File: config.mk
export PLATFORM = sky130hd
export DESIGN_NAME = stereo_crossfeed_filter
export DESIGN_NICKNAME = d
export VERILOG_FILES = /design/src/hw/rtl/scf_pkg.sv /design/src/hw/rtl/scf_lane.sv /design/src/hw/rtl/scf_seq.sv /design/src/hw/rtl/stereo_crossfeed_filter.sv
export SDC_FILE = /design/constraint.sdc
export NUM_CORES = 2
export LEC_CHECK = 0
export ABC_AREA = 1
export BUFFER_PORTS_ARGS = -buffer_cell sky130_fd_sc_hd__buf_2
export CELL_PAD_IN_SITES_DETAIL_PLACEMENT = 0
export CELL_PAD_IN_SITES_GLOBAL_PLACEMENT = 1
export CORE_ASPECT_RATIO = 1.75
export CORE_MARGIN = 10
export CORE_UTILIZATION = 30
export CTS_CLUSTER_SIZE = 8
export DETAILED_ROUTE_END_ITERATION = 10
export MAX_ROUTING_LAYER = met4
export PLACE_DENSITY_LB_ADDON = 0.25
export SLEW_MARGIN = 20
export SYNTH_ARGS = -nofsm -noshare
export SYNTH_HDL_FRONTEND = slang
export SYNTH_SLANG_ARGS = --single-unit
File: constraint.sdc
create_clock -name clock -period 5.8 [get_ports clock]
set_clock_uncertainty 0.1 [all_clocks]
set_input_delay 0.29 -clock clock [delete_from_list [all_inputs] [get_ports clock]]
set_output_delay 0.29 -clock clock [all_outputs]
set_load 0.01 [all_outputs]
File: src/hw/rtl/scf_pkg.sv
// Shared types, constants and helpers for the stereo crossfeed filter.
package scf_pkg;

   localparam int COEF_W        = 32;                  // signed coefficient as multiplied
   localparam int UCOEF_W       = 31;                  // width of the unsigned coefficient regs
   localparam int DIGIT_W       = 4;                   // coefficient bits consumed per cycle
   localparam int DIGITS        = COEF_W / DIGIT_W;
   localparam int DIGIT_IDX_W   = $clog2(DIGITS);
   localparam int DIGIT_VAL_W   = DIGIT_W + 1;         // digit with sign bit
   localparam int LOW_W         = COEF_W - DIGIT_W;    // product bits shifted out of the lane
   localparam int TERMS         = 3;                   // most products summed in one filter
   localparam int TERM_W        = $clog2(TERMS);
   localparam int HEADROOM_BITS = 8;

   // configuration register indexes
   typedef enum logic [2:0] {
      REG_LP_IN,
      REG_LP_FB,
      REG_BO_IN,
      REG_BO_DLY,
      REG_BO_FB,
      REG_GAIN
   } csr_reg_type;

   // input transaction kind carried on tuser
   typedef enum logic {
      ACT_PROCESS,
      ACT_CLEAR
   } action_type;

   typedef enum logic [1:0] {
      PH_LP,
      PH_BO,
      PH_OUT
   } phase_type;

   typedef struct packed {
      logic [UCOEF_W-1:0] lowpass_input;
      logic [UCOEF_W-1:0] lowpass_feedback;
      logic [UCOEF_W-1:0] boost_input;
      logic [COEF_W-1:0]  boost_delayed;
      logic [UCOEF_W-1:0] boost_feedback;
      logic [UCOEF_W-1:0] gain;
   } coef_set_type;

   typedef struct packed {
      logic                   clear;
      logic                   add;
      logic                   shift;
      logic [DIGIT_VAL_W-1:0] digit;
   } lane_ctl_type;

   typedef struct packed {
      phase_type         phase;
      logic [TERM_W-1:0] term;
      logic              capture;
      logic              idle;
   } seq_status_type;

   // fraction bits of the filter state above a sample
   function automatic int state_frac_bits(int sample_bits, int state_bits);
      int frac;
      frac = 0;
      if (state_bits - sample_bits > HEADROOM_BITS) begin
         frac = state_bits - sample_bits - HEADROOM_BITS;
      end
      return frac;
   endfunction

endpackage

File: src/hw/rtl/scf_lane.sv
// One channel lane: digit-serial multiply-accumulate with state and output finishing.
module scf_lane #(
   parameter int SAMPLE_BITS    = 24,
   parameter int COEF_FRAC_BITS = 30,
   parameter int STATE_BITS     = 40
) (
   input  logic                      clock,
   input  scf_pkg::lane_ctl_type     lane_ctl,
   input  logic [STATE_BITS:0]       multiplicand,
   output logic [STATE_BITS-1:0]     fit_value,
   output logic [SAMPLE_BITS-1:0]    out_value,
   output logic                      out_clip
);
   import scf_pkg::*;

   localparam int STATE_FRAC = state_frac_bits(SAMPLE_BITS, STATE_BITS);
   localparam int MW         = STATE_BITS + 1;
   localparam int ACC_W      = MW + 6;
   localparam int FW         = ACC_W + LOW_W;
   localparam int FIT_W      = FW - COEF_FRAC_BITS;
   localparam int OUT_SHIFT  = COEF_FRAC_BITS + STATE_FRAC;
   localparam int QO_W       = FW - OUT_SHIFT;
   localparam logic signed [QO_W-1:0] OUT_MAX =
      {{(QO_W-SAMPLE_BITS+1){1'b0}}, {(SAMPLE_BITS-1){1'b1}}};
   localparam logic signed [QO_W-1:0] OUT_MIN = -OUT_MAX;

   logic signed [ACC_W-1:0] acc_ff, acc_in, prod, sum;
   logic [LOW_W-1:0]        low_ff, low_in;
   logic signed [FW-1:0]    full;
   logic signed [FIT_W-1:0] fit_q;
   logic                    fit_ok;
   logic signed [QO_W-1:0]  out_q, out_r, out_t;
   logic                    round_up;

   always_comb begin
      prod = $signed({{(ACC_W-DIGIT_VAL_W){lane_ctl.digit[DIGIT_VAL_W-1]}}, lane_ctl.digit})
           * $signed({{(ACC_W-MW){multiplicand[MW-1]}}, multiplicand});
      sum  = acc_ff + prod;
      acc_in = acc_ff;
      low_in = low_ff;
      if (lane_ctl.clear) begin
         acc_in = '0;
         low_in = '0;
      end else if (lane_ctl.add) begin
         if (lane_ctl.shift) begin
            acc_in = sum >>> DIGIT_W;
            low_in = {sum[DIGIT_W-1:0], low_ff[LOW_W-1:DIGIT_W]};
         end else begin
            acc_in = sum;
         end
      end
   end

   always_ff @(posedge clock) begin
      acc_ff <= acc_in;
      low_ff <= low_in;
   end

   // exact sum of products, weight of the low bit is one
   assign full = $signed({acc_ff, low_ff});

   // filter state: floor shift, then saturate to the state width
   always_comb begin
      fit_q  = full[FW-1:COEF_FRAC_BITS];
      fit_ok = (&fit_q[FIT_W-1:STATE_BITS-1]) | ~(|fit_q[FIT_W-1:STATE_BITS-1]);
      if (fit_ok) begin
         fit_value = fit_q[STATE_BITS-1:0];
      end else begin
         fit_value = {fit_q[FIT_W-1], {(STATE_BITS-1){~fit_q[FIT_W-1]}}};
      end
   end

   // output sample: shift toward zero, symmetric clip
   always_comb begin
      out_q    = full[FW-1:OUT_SHIFT];
      round_up = full[FW-1] & (|full[OUT_SHIFT-1:0]);
      out_r    = out_q + QO_W'(round_up);
      out_clip = 1'b0;
      out_t    = out_r;
      if (out_r > OUT_MAX) begin
         out_t    = OUT_MAX;
         out_clip = 1'b1;
      end else if (out_r < OUT_MIN) begin
         out_t    = OUT_MIN;
         out_clip = 1'b1;
      end
      out_value = out_t[SAMPLE_BITS-1:0];
   end

endmodule

File: src/hw/rtl/scf_seq.sv
// Sequencer: filter phases, term interleave and coefficient digit shift registers.
module scf_seq (
   input  logic                    clock,
   input  logic                    reset,
   input  logic                    start,
   input  logic                    out_free,
   input  scf_pkg::coef_set_type   coefs,
   output scf_pkg::lane_ctl_type   lane_ctl,
   output scf_pkg::seq_status_type status
);
   import scf_pkg::*;

   typedef enum logic [1:0] {
      ST_IDLE,
      ST_RUN,
      ST_LATCH
   } seq_state_type;

   seq_state_type          state_ff;
   phase_type              phase_ff;
   logic [TERM_W-1:0]      term_ff;
   logic [DIGIT_IDX_W-1:0] digit_ff;
   logic [COEF_W-1:0]      cf_ff [TERMS];
   logic [TERM_W-1:0]      last_term;
   logic [DIGIT_W-1:0]     raw_digit;
   logic                   last_digit;
   logic                   term_end;
   logic                   proceed;

   always_comb begin
      case (phase_ff)
         PH_LP:   last_term = TERM_W'(1);
         PH_BO:   last_term = TERM_W'(2);
         PH_OUT:  last_term = '0;
         default: last_term = '0;
      endcase
      case (term_ff)
         TERM_W'(0): raw_digit = cf_ff[0][DIGIT_W-1:0];
         TERM_W'(1): raw_digit = cf_ff[1][DIGIT_W-1:0];
         default:    raw_digit = cf_ff[2][DIGIT_W-1:0];
      endcase
      last_digit = (digit_ff == DIGIT_IDX_W'(DIGITS - 1));
      term_end   = (term_ff == last_term);
      proceed    = (phase_ff != PH_OUT) || out_free;

      // top digit carries the coefficient sign
      lane_ctl.digit = last_digit ? {raw_digit[DIGIT_W-1], raw_digit} : {1'b0, raw_digit};
      lane_ctl.add   = (state_ff == ST_RUN);
      lane_ctl.shift = (state_ff == ST_RUN) && term_end && !last_digit;
      lane_ctl.clear = (state_ff == ST_IDLE) || ((state_ff == ST_LATCH) && proceed);

      status.phase   = phase_ff;
      status.term    = term_ff;
      status.capture = (state_ff == ST_LATCH) && proceed;
      status.idle    = (state_ff == ST_IDLE);
   end

   always_ff @(posedge clock) begin
      if (reset) begin
         state_ff <= ST_IDLE;
         phase_ff <= PH_LP;
         term_ff  <= '0;
         digit_ff <= '0;
      end else begin
         case (state_ff)
            ST_IDLE: begin
               if (start) begin
                  state_ff <= ST_RUN;
                  phase_ff <= PH_LP;
                  term_ff  <= '0;
                  digit_ff <= '0;
                  cf_ff[0] <= {1'b0, coefs.lowpass_input};
                  cf_ff[1] <= {1'b0, coefs.lowpass_feedback};
                  cf_ff[2] <= '0;
               end
            end
            ST_RUN: begin
               if (term_end) begin
                  term_ff <= '0;
                  if (last_digit) begin
                     state_ff <= ST_LATCH;
                  end else begin
                     digit_ff <= digit_ff + DIGIT_IDX_W'(1);
                     for (int i = 0; i < TERMS; i++) begin
                        cf_ff[i] <= cf_ff[i] >> DIGIT_W;
                     end
                  end
               end else begin
                  term_ff <= term_ff + TERM_W'(1);
               end
            end
            ST_LATCH: begin
               if (proceed) begin
                  term_ff  <= '0;
                  digit_ff <= '0;
                  case (phase_ff)
                     PH_LP: begin
                        phase_ff <= PH_BO;
                        state_ff <= ST_RUN;
                        cf_ff[0] <= {1'b0, coefs.boost_input};
                        cf_ff[1] <= coefs.boost_delayed;
                        cf_ff[2] <= {1'b0, coefs.boost_feedback};
                     end
                     PH_BO: begin
                        phase_ff <= PH_OUT;
                        state_ff <= ST_RUN;
                        cf_ff[0] <= {1'b0, coefs.gain};
                     end
                     default: begin
                        phase_ff <= PH_LP;
                        state_ff <= ST_IDLE;
                     end
                  endcase
               end
            end
            default: state_ff <= ST_IDLE;
         endcase
      end
   end

endmodule

File: src/hw/rtl/stereo_crossfeed_filter.sv
// Top level of the stereo crossfeed filter: registers, filter state, lanes and handshake.
//
//  channel  direction  handshake               payload
//  req      in         req_tvalid/req_tready   tdata {right_in, left_in}, tuser action
//  rsp      out        rsp_tvalid/rsp_tready   tdata {right_out, left_out},
//                                              tuser {right_clipped, left_clipped}
//  csr      in         csr_valid/csr_ready     csr_index, csr_data
//
// A new sample pair is accepted only once the last one is through: both channels run in parallel
// lanes, each coefficient is consumed 4 bits per step over 8 steps; the lowpass (2
// products), highboost (3) and output (1) phases run in turn with their products
// interleaved per step, each phase ends in a capture state, and req_tready returns
// after the output capture, once the output register is free.
// A clear transaction zeroes the filter state.
// Reset is synchronous and returns the configuration registers and filter state to zero.
// A stalled rsp holds its result; the next pair may be accepted meanwhile and waits
// at its final capture until the output register is free. csr_ready is always high.
module stereo_crossfeed_filter #(
   parameter int SAMPLE_BITS    = 24,
   parameter int COEF_FRAC_BITS = 30,
   parameter int STATE_BITS     = 40
) (
   input  logic                                  clock,
   input  logic                                  reset,
   input  logic                                  req_tvalid,
   output logic                                  req_tready,
   // [SAMPLE_BITS-1:0] left_in, [2*SAMPLE_BITS-1:SAMPLE_BITS] right_in, zero pad above
   input  logic [((2*SAMPLE_BITS+7)/8)*8-1:0]    req_tdata,
   // [0] action
   input  logic                                  req_tuser,
   output logic                                  rsp_tvalid,
   input  logic                                  rsp_tready,
   // [SAMPLE_BITS-1:0] left_out, [2*SAMPLE_BITS-1:SAMPLE_BITS] right_out, zero pad above
   output logic [((2*SAMPLE_BITS+7)/8)*8-1:0]    rsp_tdata,
   // [0] left_clipped, [1] right_clipped
   output logic [1:0]                            rsp_tuser,
   input  logic                                  csr_valid,
   output logic                                  csr_ready,
   input  logic [2:0]                            csr_index,
   input  logic [31:0]                           csr_data
);
   import scf_pkg::*;

   localparam int TDATA_W    = ((2*SAMPLE_BITS+7)/8)*8;
   localparam int STATE_FRAC = state_frac_bits(SAMPLE_BITS, STATE_BITS);
   localparam int MW         = STATE_BITS + 1;

   coef_set_type           coef_ff;
   lane_ctl_type           lane_ctl;
   seq_status_type         status;
   logic [SAMPLE_BITS-1:0] x_ff [2];
   logic [SAMPLE_BITS-1:0] prev_ff [2];
   logic [STATE_BITS-1:0]  lp_ff [2];
   logic [STATE_BITS-1:0]  bo_ff [2];
   logic [MW-1:0]          mult [2];
   logic [STATE_BITS-1:0]  fit_value [2];
   logic [SAMPLE_BITS-1:0] out_value [2];
   logic                   out_clip [2];
   logic                   rsp_tvalid_ff;
   logic [SAMPLE_BITS-1:0] rsp_left_ff, rsp_right_ff;
   logic [1:0]             rsp_clip_ff;
   logic                   req_take, start, out_free;

   assign csr_ready  = 1'b1;
   assign req_tready = status.idle;
   assign req_take   = req_tvalid && req_tready;
   assign start      = req_take && (req_tuser != ACT_CLEAR);
   assign out_free   = !rsp_tvalid_ff || rsp_tready;

   // configuration registers
   always_ff @(posedge clock) begin
      if (reset) begin
         coef_ff <= '0;
      end else if (csr_valid && csr_ready) begin
         case (csr_index)
            REG_LP_IN:  coef_ff.lowpass_input    <= csr_data[UCOEF_W-1:0];
            REG_LP_FB:  coef_ff.lowpass_feedback <= csr_data[UCOEF_W-1:0];
            REG_BO_IN:  coef_ff.boost_input      <= csr_data[UCOEF_W-1:0];
            REG_BO_DLY: coef_ff.boost_delayed    <= csr_data[COEF_W-1:0];
            REG_BO_FB:  coef_ff.boost_feedback   <= csr_data[UCOEF_W-1:0];
            REG_GAIN:   coef_ff.gain             <= csr_data[UCOEF_W-1:0];
            default: ;
         endcase
      end
   end

   scf_seq u_seq (
      .clock    (clock),
      .reset    (reset),
      .start    (start),
      .out_free (out_free),
      .coefs    (coef_ff),
      .lane_ctl (lane_ctl),
      .status   (status)
   );

   for (genvar ch = 0; ch < 2; ch++) begin : g_lane
      logic signed [MW-1:0] xs, ps, lps, bos, lpo, cross_sum;

      always_comb begin
         xs    = $signed({{(MW-SAMPLE_BITS){x_ff[ch][SAMPLE_BITS-1]}}, x_ff[ch]}) <<< STATE_FRAC;
         ps    = $signed({{(MW-SAMPLE_BITS){prev_ff[ch][SAMPLE_BITS-1]}}, prev_ff[ch]})
                 <<< STATE_FRAC;
         lps   = $signed({lp_ff[ch][STATE_BITS-1], lp_ff[ch]});
         bos   = $signed({bo_ff[ch][STATE_BITS-1], bo_ff[ch]});
         lpo   = $signed({lp_ff[1-ch][STATE_BITS-1], lp_ff[1-ch]});
         cross_sum = bos + lpo;
         case (status.phase)
            PH_LP: begin
               mult[ch] = (status.term == '0) ? xs : lps;
            end
            PH_BO: begin
               case (status.term)
                  TERM_W'(0): mult[ch] = xs;
                  TERM_W'(1): mult[ch] = ps;
                  default:    mult[ch] = bos;
               endcase
            end
            PH_OUT:  mult[ch] = cross_sum;
            default: mult[ch] = '0;
         endcase
      end

      scf_lane #(
         .SAMPLE_BITS    (SAMPLE_BITS),
         .COEF_FRAC_BITS (COEF_FRAC_BITS),
         .STATE_BITS     (STATE_BITS)
      ) u_lane (
         .clock        (clock),
         .lane_ctl     (lane_ctl),
         .multiplicand (mult[ch]),
         .fit_value    (fit_value[ch]),
         .out_value    (out_value[ch]),
         .out_clip     (out_clip[ch])
      );
   end

   // filter state
   always_ff @(posedge clock) begin
      if (reset) begin
         for (int ch = 0; ch < 2; ch++) begin
            lp_ff[ch]   <= '0;
            bo_ff[ch]   <= '0;
            prev_ff[ch] <= '0;
         end
      end else if (req_take && (req_tuser == ACT_CLEAR)) begin
         for (int ch = 0; ch < 2; ch++) begin
            lp_ff[ch]   <= '0;
            bo_ff[ch]   <= '0;
            prev_ff[ch] <= '0;
         end
      end else if (status.capture) begin
         for (int ch = 0; ch < 2; ch++) begin
            if (status.phase == PH_LP) begin
               lp_ff[ch] <= fit_value[ch];
            end
            if (status.phase == PH_BO) begin
               bo_ff[ch]   <= fit_value[ch];
               prev_ff[ch] <= x_ff[ch];
            end
         end
      end
   end

   always_ff @(posedge clock) begin
      if (start) begin
         x_ff[0] <= req_tdata[SAMPLE_BITS-1:0];
         x_ff[1] <= req_tdata[2*SAMPLE_BITS-1:SAMPLE_BITS];
      end
   end

   // output register
   always_ff @(posedge clock) begin
      if (reset) begin
         rsp_tvalid_ff <= 1'b0;
      end else if (status.capture && (status.phase == PH_OUT)) begin
         rsp_tvalid_ff <= 1'b1;
      end else if (rsp_tready) begin
         rsp_tvalid_ff <= 1'b0;
      end
   end

   always_ff @(posedge clock) begin
      if (status.capture && (status.phase == PH_OUT)) begin
         rsp_left_ff  <= out_value[0];
         rsp_right_ff <= out_value[1];
         rsp_clip_ff  <= {out_clip[1], out_clip[0]};
      end
   end

   assign rsp_tvalid = rsp_tvalid_ff;
   assign rsp_tdata  = TDATA_W'({rsp_right_ff, rsp_left_ff});
   assign rsp_tuser  = rsp_clip_ff;

   localparam logic [SAMPLE_BITS-1:0] FULL_POS = {1'b0, {(SAMPLE_BITS-1){1'b1}}};
   localparam logic [SAMPLE_BITS-1:0] FULL_NEG = {1'b1, {(SAMPLE_BITS-2){1'b0}}, 1'b1};

   a_no_overwrite: assert property (@(posedge clock) disable iff (reset)
      status.capture && (status.phase == PH_OUT) |-> !rsp_tvalid_ff || rsp_tready)
      else $error("result captured over an untaken result");

   a_busy_after_start: assert property (@(posedge clock) disable iff (reset)
      start |=> !req_tready)
      else $error("ready high right after a sample pair was accepted");

   a_rsp_from_capture: assert property (@(posedge clock) disable iff (reset)
      $rose(rsp_tvalid) |-> $past(status.capture && (status.phase == PH_OUT)))
      else $error("result raised without an output capture");

   a_clip_full_scale: assert property (@(posedge clock) disable iff (reset)
      rsp_tvalid && rsp_tuser[0] |-> (rsp_left_ff == FULL_POS) || (rsp_left_ff == FULL_NEG))
      else $error("left clip flag set on a sample below full scale");

endmodule

==> Yosys cells after proc, flatten, opt, wreduce, memory -nomap -nowiden <==
Memory sizes are Yosys's and may differ from the RTL's.
Index checks and enable logic that the tools add are counted.
{ "totals": {"regBits": 397, "output_inout_bits": 53, "inputBits": 89, "ramBits": 352, "n_memories": 5} }
{ "memory_table": {"columns": ["name", "words", "width", "rd", "rd_ports_with_merged_regs", "wr", "line_no", "source"], "rows": [
  ["u_seq.cf_ff", 3, 32, 3, 0, 3, "scf_seq.sv:23", "logic [COEF_W-1:0] cf_ff [TERMS];"],
  ["bo_ff", 2, 40, 2, 0, 2, "stereo_crossfeed_filter.sv:54", "logic [STATE_BITS-1:0] bo_ff [2];"],
  ["lp_ff", 2, 40, 2, 0, 2, "stereo_crossfeed_filter.sv:53", "logic [STATE_BITS-1:0] lp_ff [2];"],
  ["prev_ff", 2, 24, 2, 0, 2, "stereo_crossfeed_filter.sv:52", "logic [SAMPLE_BITS-1:0] prev_ff [2];"],
  ["x_ff", 2, 24, 2, 0, 2, "stereo_crossfeed_filter.sv:51", "logic [SAMPLE_BITS-1:0] x_ff [2];"]
]} }
{ "op_classes": {"n_reduce_logical": 39, "n_addsub": 8, "n_eq_ne": 18, "order_cmp": 4, "n_mux": 88, "bitwise_logic": 28, "n_mul": 2} }
{ "ops": {"columns": ["operator", "n"], "rows": [
  ["two-way mux 40 bit", 10],
  ["one-hot mux 41 bit (3 select lines)", 2],
  ["two-way mux 32 bit", 7],
  ["one-hot mux 41 bit (2 select lines)", 2],
  ["two-way mux 24 bit", 6],
  ["adder 47 x 46 -> 47 bit", 2],
  ["multiplier 5 x 41 -> 46 bit", 2],
  ["two-way mux 46 bit", 2],
  ["adder 40 x 40 -> 41 bit", 2],
  ["two-way mux 41 bit", 2],
  ["OR reduction 38 bit", 2],
  ["adder 37 x 1 -> 37 bit", 2],
  ["greater-than comparator 37 x 24 -> 1 bit (second input constant)", 2],
  ["< comparator 37 x 24 -> 1 bit (second input constant)", 2],
  ["two-way mux 1 bit", 38],
  ["bitwise OR 1 bit", 21],
  ["two-way mux 2 bit", 8],
  ["AND reduction 2 bit", 7],
  ["two-way mux 3 bit", 4],
  ["one-hot mux 2 bit (3 select lines)", 2],
  ["AND reduction 6 bit", 2],
  ["OR reduction 6 bit", 2],
  ["equality test 3 bit (second input constant)", 3],
  ["one-hot mux 3 bit (3 select lines)", 1],
  ["25 further kinds", 54]
]} }

==> Longest topological paths before layout <==
{ "logic_depth": {"ltp_word": 10, "depth_mapped": 37} }

==> By module <==
From an unflattened synthesis, not the netlist that was laid out.
{ "unflattened": {"hier_cells": 8385, "hier_area_um2": 59747.3} }
{ "by_module_without_submodules": {"columns": ["mod", "area_per_inst_um2", "n_inst", "cells_per_inst"], "rows": [
  ["stereo_crossfeed_filter", 25709.7, 1, 3239],
  ["scf_lane (g_lane[0].u_lane)", 14158.6, 1, 2208],
  ["scf_lane (g_lane[1].u_lane)", 14142.3, 1, 2213],
  ["scf_seq", 5736.8, 1, 725]
]} }

==> Worst setup path before layout <==
OpenSTA, ideal clock, no wires.
{ "synth_timing": {"kind": "register to register", "startpoint": "reg u_seq.term_ff[0]", "endpoint": "reg g_lane[0].u_lane.acc_ff[23]", "setup_ns": 0.110, "path_stages_with_launch": 29, "arrival_time_ns": 5.744, "slack_ns": -0.154, "required_ns": 5.590, "path_cell_list": "dfxtp_1 -> inv_1 -> ha_1 -> clkbuf_1 -> nor2_1 -> inv_1 -> clkbuf_1 -> o21ai_0 -> clkbuf_1 -> buf_2 -> nor2_1 -> fa_1 -> inv_1 -> fa_1 -> fa_1 -> inv_1 -> fa_1 -> fa_1 -> nand3_1 -> nand2_1 -> nand2_1 -> o211ai_1 -> nand2_1 -> nand3_1 -> or2_2 -> nand3_1 -> o211ai_1 -> nand2_1 -> inv_1"} }
{ "synth_between": {"elab_chain_cells": 6, "elab_cells_between_ends": 13, "cone_classes": "add/sub: 1; mul: 1; eq/ne: 2; mux: 6; reduce/logical: 3"} }
{ "synth_lines": {"columns": ["item", "line_no", "source"], "rows": [
  ["start: declaration", "scf_seq.sv:21", "logic [TERM_W-1:0] term_ff;"],
  ["start signal: assignment", "scf_seq.sv:89", "term_ff <= term_ff + TERM_W'(1);"],
  ["equality test 2 x 1 -> 1 bit / zero test 2 bit (equally long branches)", "scf_seq.sv:37, stereo_crossfeed_filter.sv:113, stereo_crossfeed_filter.sv:110", null],
  ["one-hot mux 41 bit (2 select lines) (tied with other cells)", "stereo_crossfeed_filter.sv:113", "case (status.term)"],
  ["one-hot mux 41 bit (3 select lines) / two-way mux 5 bit (equally long branches)", "stereo_crossfeed_filter.sv:108, scf_seq.sv:47", null],
  ["multiplier 5 x 41 -> 46 bit", "scf_lane.sv:37", "* $signed({{(ACC_W-MW){multiplicand[MW-1]}}, multiplicand});"],
  ["adder 47 x 46 -> 47 bit", "scf_lane.sv:38", "sum = acc_ff + prod;"],
  ["two-way mux 46 bit (*)", "scf_lane.sv:45", "if (lane_ctl.shift) begin"],
  ["end signal: assignment", "scf_lane.sv:55", "acc_ff <= acc_in;"],
  ["end: declaration", "scf_lane.sv:27", "logic signed [ACC_W-1:0] acc_ff, acc_in, prod, sum;"]
]} }
Mark *: on every way between the ends. The rest lies on a longest branch, timed or not.
A chain may end at the register's enable or synchronous reset.

==> flow_metrics.py <==
metrics = {
    "status": {
        "violations": "setup timing",
        "status": "complete, but fails checks",
    },
    "die": {
        "die_area_sq_um": 205000,
        "io_pins": 142,
        "initial_core_util": 0.302,
        "coreArea_sq_um": 186000,
        "die_height_microns": 592,
        "rows": 209,
        "dieWidth_microns": 347,
    },
    "clock_tree": {
        "cts_root_buf": "clkbuf_16",
        "cts_tree": "done",
        "cts_sinks": 747,
        "clk_pin_slew_ps": 60,
        "cts-htree-levels": 3,
        "worstSkewPairLatency_ps": 750,
        "numCtsBuffers": 106,
        "cts_buffer_depth": 3,
    },
    "final_layout": {
        "drive_above_1_share": 0.368,
        "mostFrequentLayoutCells": "1250 x nand2_1, 1210 x buf_4, 1078 x nor2_1",
        "nNetsFinal": 9528,
        "post-route-util": 0.454,
        "final_cell_count_no_fill": 11300,
        "final_common_cell": "nand2_1",
        "area_growth_pct": 50.3,
    },
    "global_route": {
        "first_global_vias": 60100,
        "antenna_found_initial": 12,
        "grt_max_degree": 111,
        "grt_usage": 0.272,
        "grt_overflow": 0,
        "grt_pass1_wl_microns": 404000,
    },
    "detailed_routing": {
        "first_iter_violations": 3461,
        "wl_microns": 280000,
        "vias": 57800,
        "drc": 0,
        "viasPerCell": 5.10,
        "postRouteAntennaNets": 0,
        "wire_per_inst_microns": 24.7,
        "dr.pass1.iters": 7,
    },
    "hold_path": {
        "min_path_type": "primary input to flop",
        "hold-path-cell-count": 2,
        "worstHoldStart": "req_tdata[44]",
        "whs_endpoint": "x_ff[0][44]$_DFFE_PP_",
    },
    "power_and_ir_drop": {
        "switching_share": 0.410,
        "switchingPower_uw": 11400,
        "vdd_drop_max_uv": 248,
        "p_int_uw": 16500,
        "clockPowerShare": 0.222,
        "power_density_nw_per_um2": 331,
        "power.leakage_uw": 0.0361,
        "seq_power_share": 0.216,
        "p_comb_frac": 0.562,
    },
    "synthesis": {
        "yosys.area.top_type": "edfxtp_1",
        "syn-num-nets": 8060,
        "synth-seq-cells": 747,
        "synth.area.top_cells": "edfxtp_1 21%, fa_1 12%, dfxtp_1 12%, nand2_1 11%, nor2_1 9.2%",
        "synth_top_flop_cell": "edfxtp_1",
        "syn_area_sq_um": 56100,
        "ys_seq_area_frac": 0.338,
        "synth_cells": 7347,
        "synth_cell_types": 63,
        "async_reset_ff_frac": 0,
        "yosysTopAreaCellShare": 0.214,
        "synth_edf_count": 400,
        "synth.avg_cell_area_sq_um": 7.63,
        "yosys_warnings": 0,
    },
    "setup_path": {
        "timing.critical_path.mode_cell": "nand2_2",
        "r2r_start": "lp_ff[0][4]$_SDFFCE_PN0P_",
        "critical_path_peak_fanout": 4,
        "path_class": "flop to flop",
        "reg2reg_slack_ps": -360,
        "r2r_end": "g_lane[1].u_lane.acc_ff[24]$_SDFFE_PP0P_",
        "cp_slowest_cell": "fa_1",
        "endpoint_kind": "flop",
        "startpoint_type": "flop",
        "required_ps": 6370,
        "reg2regPathDepth": 30,
        "crit_path_max_incr_delay_ps": 570,
        "critPathArrivalTime_ps": 6730,
    },
    "sta": {
        "slew_headroom": 0.246,
        "layout_min_cycle_time_ps": 6160,
        "fmax_mhz": 162,
        "finalMaxSlewViolations": 0,
        "worst_slack_ps": -362,
        "hold_violations": 0,
        "worst_pin_slew_ps": 1130,
        "rsz0062_at_grt": "true",
        "setup_viol": 80,
        "fin_crit_sh": 1.06,
    },
    "job": {
        "cap_violations": 0,
    },
    "place": {
        "place_congestion": 1.08,
        "io_buffers": 140,
        "dp_hpwl_microns": 221000,
        "post-place-cells": 10800,
    },
}
how the worst max path moves through the flow:
stage,start,endpoint,slack [ps],cells past startpoint
6_report,lp_ff[0][4]$_SDFFCE_PN0P_,g_lane[1].u_lane.acc_ff[24]$_SDFFE_PP0P_,-360,30
3_3_place_gp,lp_ff[0][50]$_SDFFCE_PN0P_,g_lane[0].u_lane.acc_ff[43]$_SDFFE_PP0P_,-1530,30
5_1_grt,lp_ff[0][9]$_SDFFCE_PN0P_,g_lane[1].u_lane.acc_ff[41]$_SDFFE_PP0P_,-580,31
2_1_floorplan,u_seq.term_ff[1]$_SDFFE_PP0P_,g_lane[0].u_lane.acc_ff[23]$_SDFFE_PP0P_,20,26
4_1_cts,bo_ff[0][40]$_SDFFCE_PN0P_,g_lane[1].u_lane.acc_ff[23]$_SDFFE_PP0P_,-360,38
3_5_place_dp,lp_ff[0][47]$_SDFFCE_PN0P_,g_lane[0].u_lane.acc_ff[45]$_SDFFE_PP0P_,-1400,32
power groups by stage:
stage | logic, uW | clock network (uW) | registers (uW)
floorplan | 5140 | 0 | 6040
global placement | 10200 | 0 | 6130
detailed placement | 10100 | 0 | 6130
CTS | 13600 | 6330 | 6020
global route | 16700 | 6510 | 6040
finish | 15700 | 6200 | 6030
timing repair:
item | CTS | global route
hold buffers | 83 | 0
endpoints found under the hold margin | 241 | 0
pin swaps | 462 | 582
resized for setup | 1349 | 989
buffers inserted | 123 | 102
endpoints found under the setup margin | 92 | 92
per-stage QoR:
stage                     TNS, ps  worst slack (ps)  cell area (sq um)  hold slack, ps  power, uW
after floorplan                 0              17.9              56100             289      11200
after global routing       -36080              -579              84300             138      29300
after global placement     -91710             -1530              68300             335      16300
after CTS                  -20280              -359              79300             123      26000
after detailed placement   -90530             -1400              68300             344      16300
final                      -18990              -362              84300             163      27900
state kept, by name, summed over array words and instances (netlist names):
| signal | cells |
|---|---|
| bo_ff | 80 |
| coef_ff | 187 |
| g_lane.u_lane.acc_ff | 94 |
| g_lane.u_lane.low_ff | 56 |
| lp_ff | 80 |
| prev_ff | 48 |
| rsp_left_ff | 24 |
| rsp_right_ff | 24 |
| rsp_tuser | 2 |
| rsp_tvalid | 1 |
| u_seq.cf_ff | 94 |
| u_seq.digit_ff | 3 |
| u_seq.phase_ff | 2 |
| u_seq.state_ff | 2 |
| u_seq.term_ff | 2 |
| x_ff | 48 |
kinds of logic after synthesis:
kind of cell	count (synthesis)	share of synthesized area
compound gates	1319	0.132
xor+xnor	82	0.0129
fa+ha+maj	624	0.186
buf+inv	973	0.0673
flops	747	0.338
other cells	1	0.0000669
simple gates	3601	0.263
final cells by class:
cell class                      instances  area [sq um]
Fill cell                           18400        101000
Multi-Input combinational cell       5627         43000
Sequential cell                       747         19000
Timing Repair Buffer                 1641         13300
Tap cell                             2426          3040
Clock buffer                          181          2960
Inverter                              692          2670
Clock inverter                         11           268
Antenna cell                           12          30.0
cell usage after synthesis, drive strengths merged (4+ instances only):
master   count
a211oi      19
a21boi       7
a21o        17
a21oi      526
a221oi      44
a22o        32
a22oi       40
a31oi       27
and2         5
and3         4
buf         72
clkbuf     209
dfxtp      347
edfxtp     400
fa         348
ha         276
inv        689
nand2     1587
nand3      385
nand3b      44
nand4       58
nor2      1398
nor3        52
nor4        18
o2111ai      4
o211ai      34
o21a        29
o21ai      495
o21bai      15
o221ai       6
o22ai       14
or2         46
xnor2       33
xor2        49
worst max-delay path: cells and delay by family, from the launching register on:
family / cells / cell delay, ps
simple gates: 16 / 1920
compound gates: 3 / 540
flops: 1 / 540
fa+ha+maj: 6 / 2360
buf+inv: 5 / 670
routing by layer:
| metal | GRT usage | wire length (microns) | vias to the layer above |
|---|---|---|---|
| li1 | - | - | 27200 |
| met1 | 0.282 | 102000 | 28400 |
| met2 | 0.486 | 144000 | 1597 |
| met3 | 0.0262 | 10300 | 658 |
| met4 | 0.185 | 24200 | 0 |
| met5 | - | 0 | - |
No activity file was read; power rests on OpenSTA's default activity.
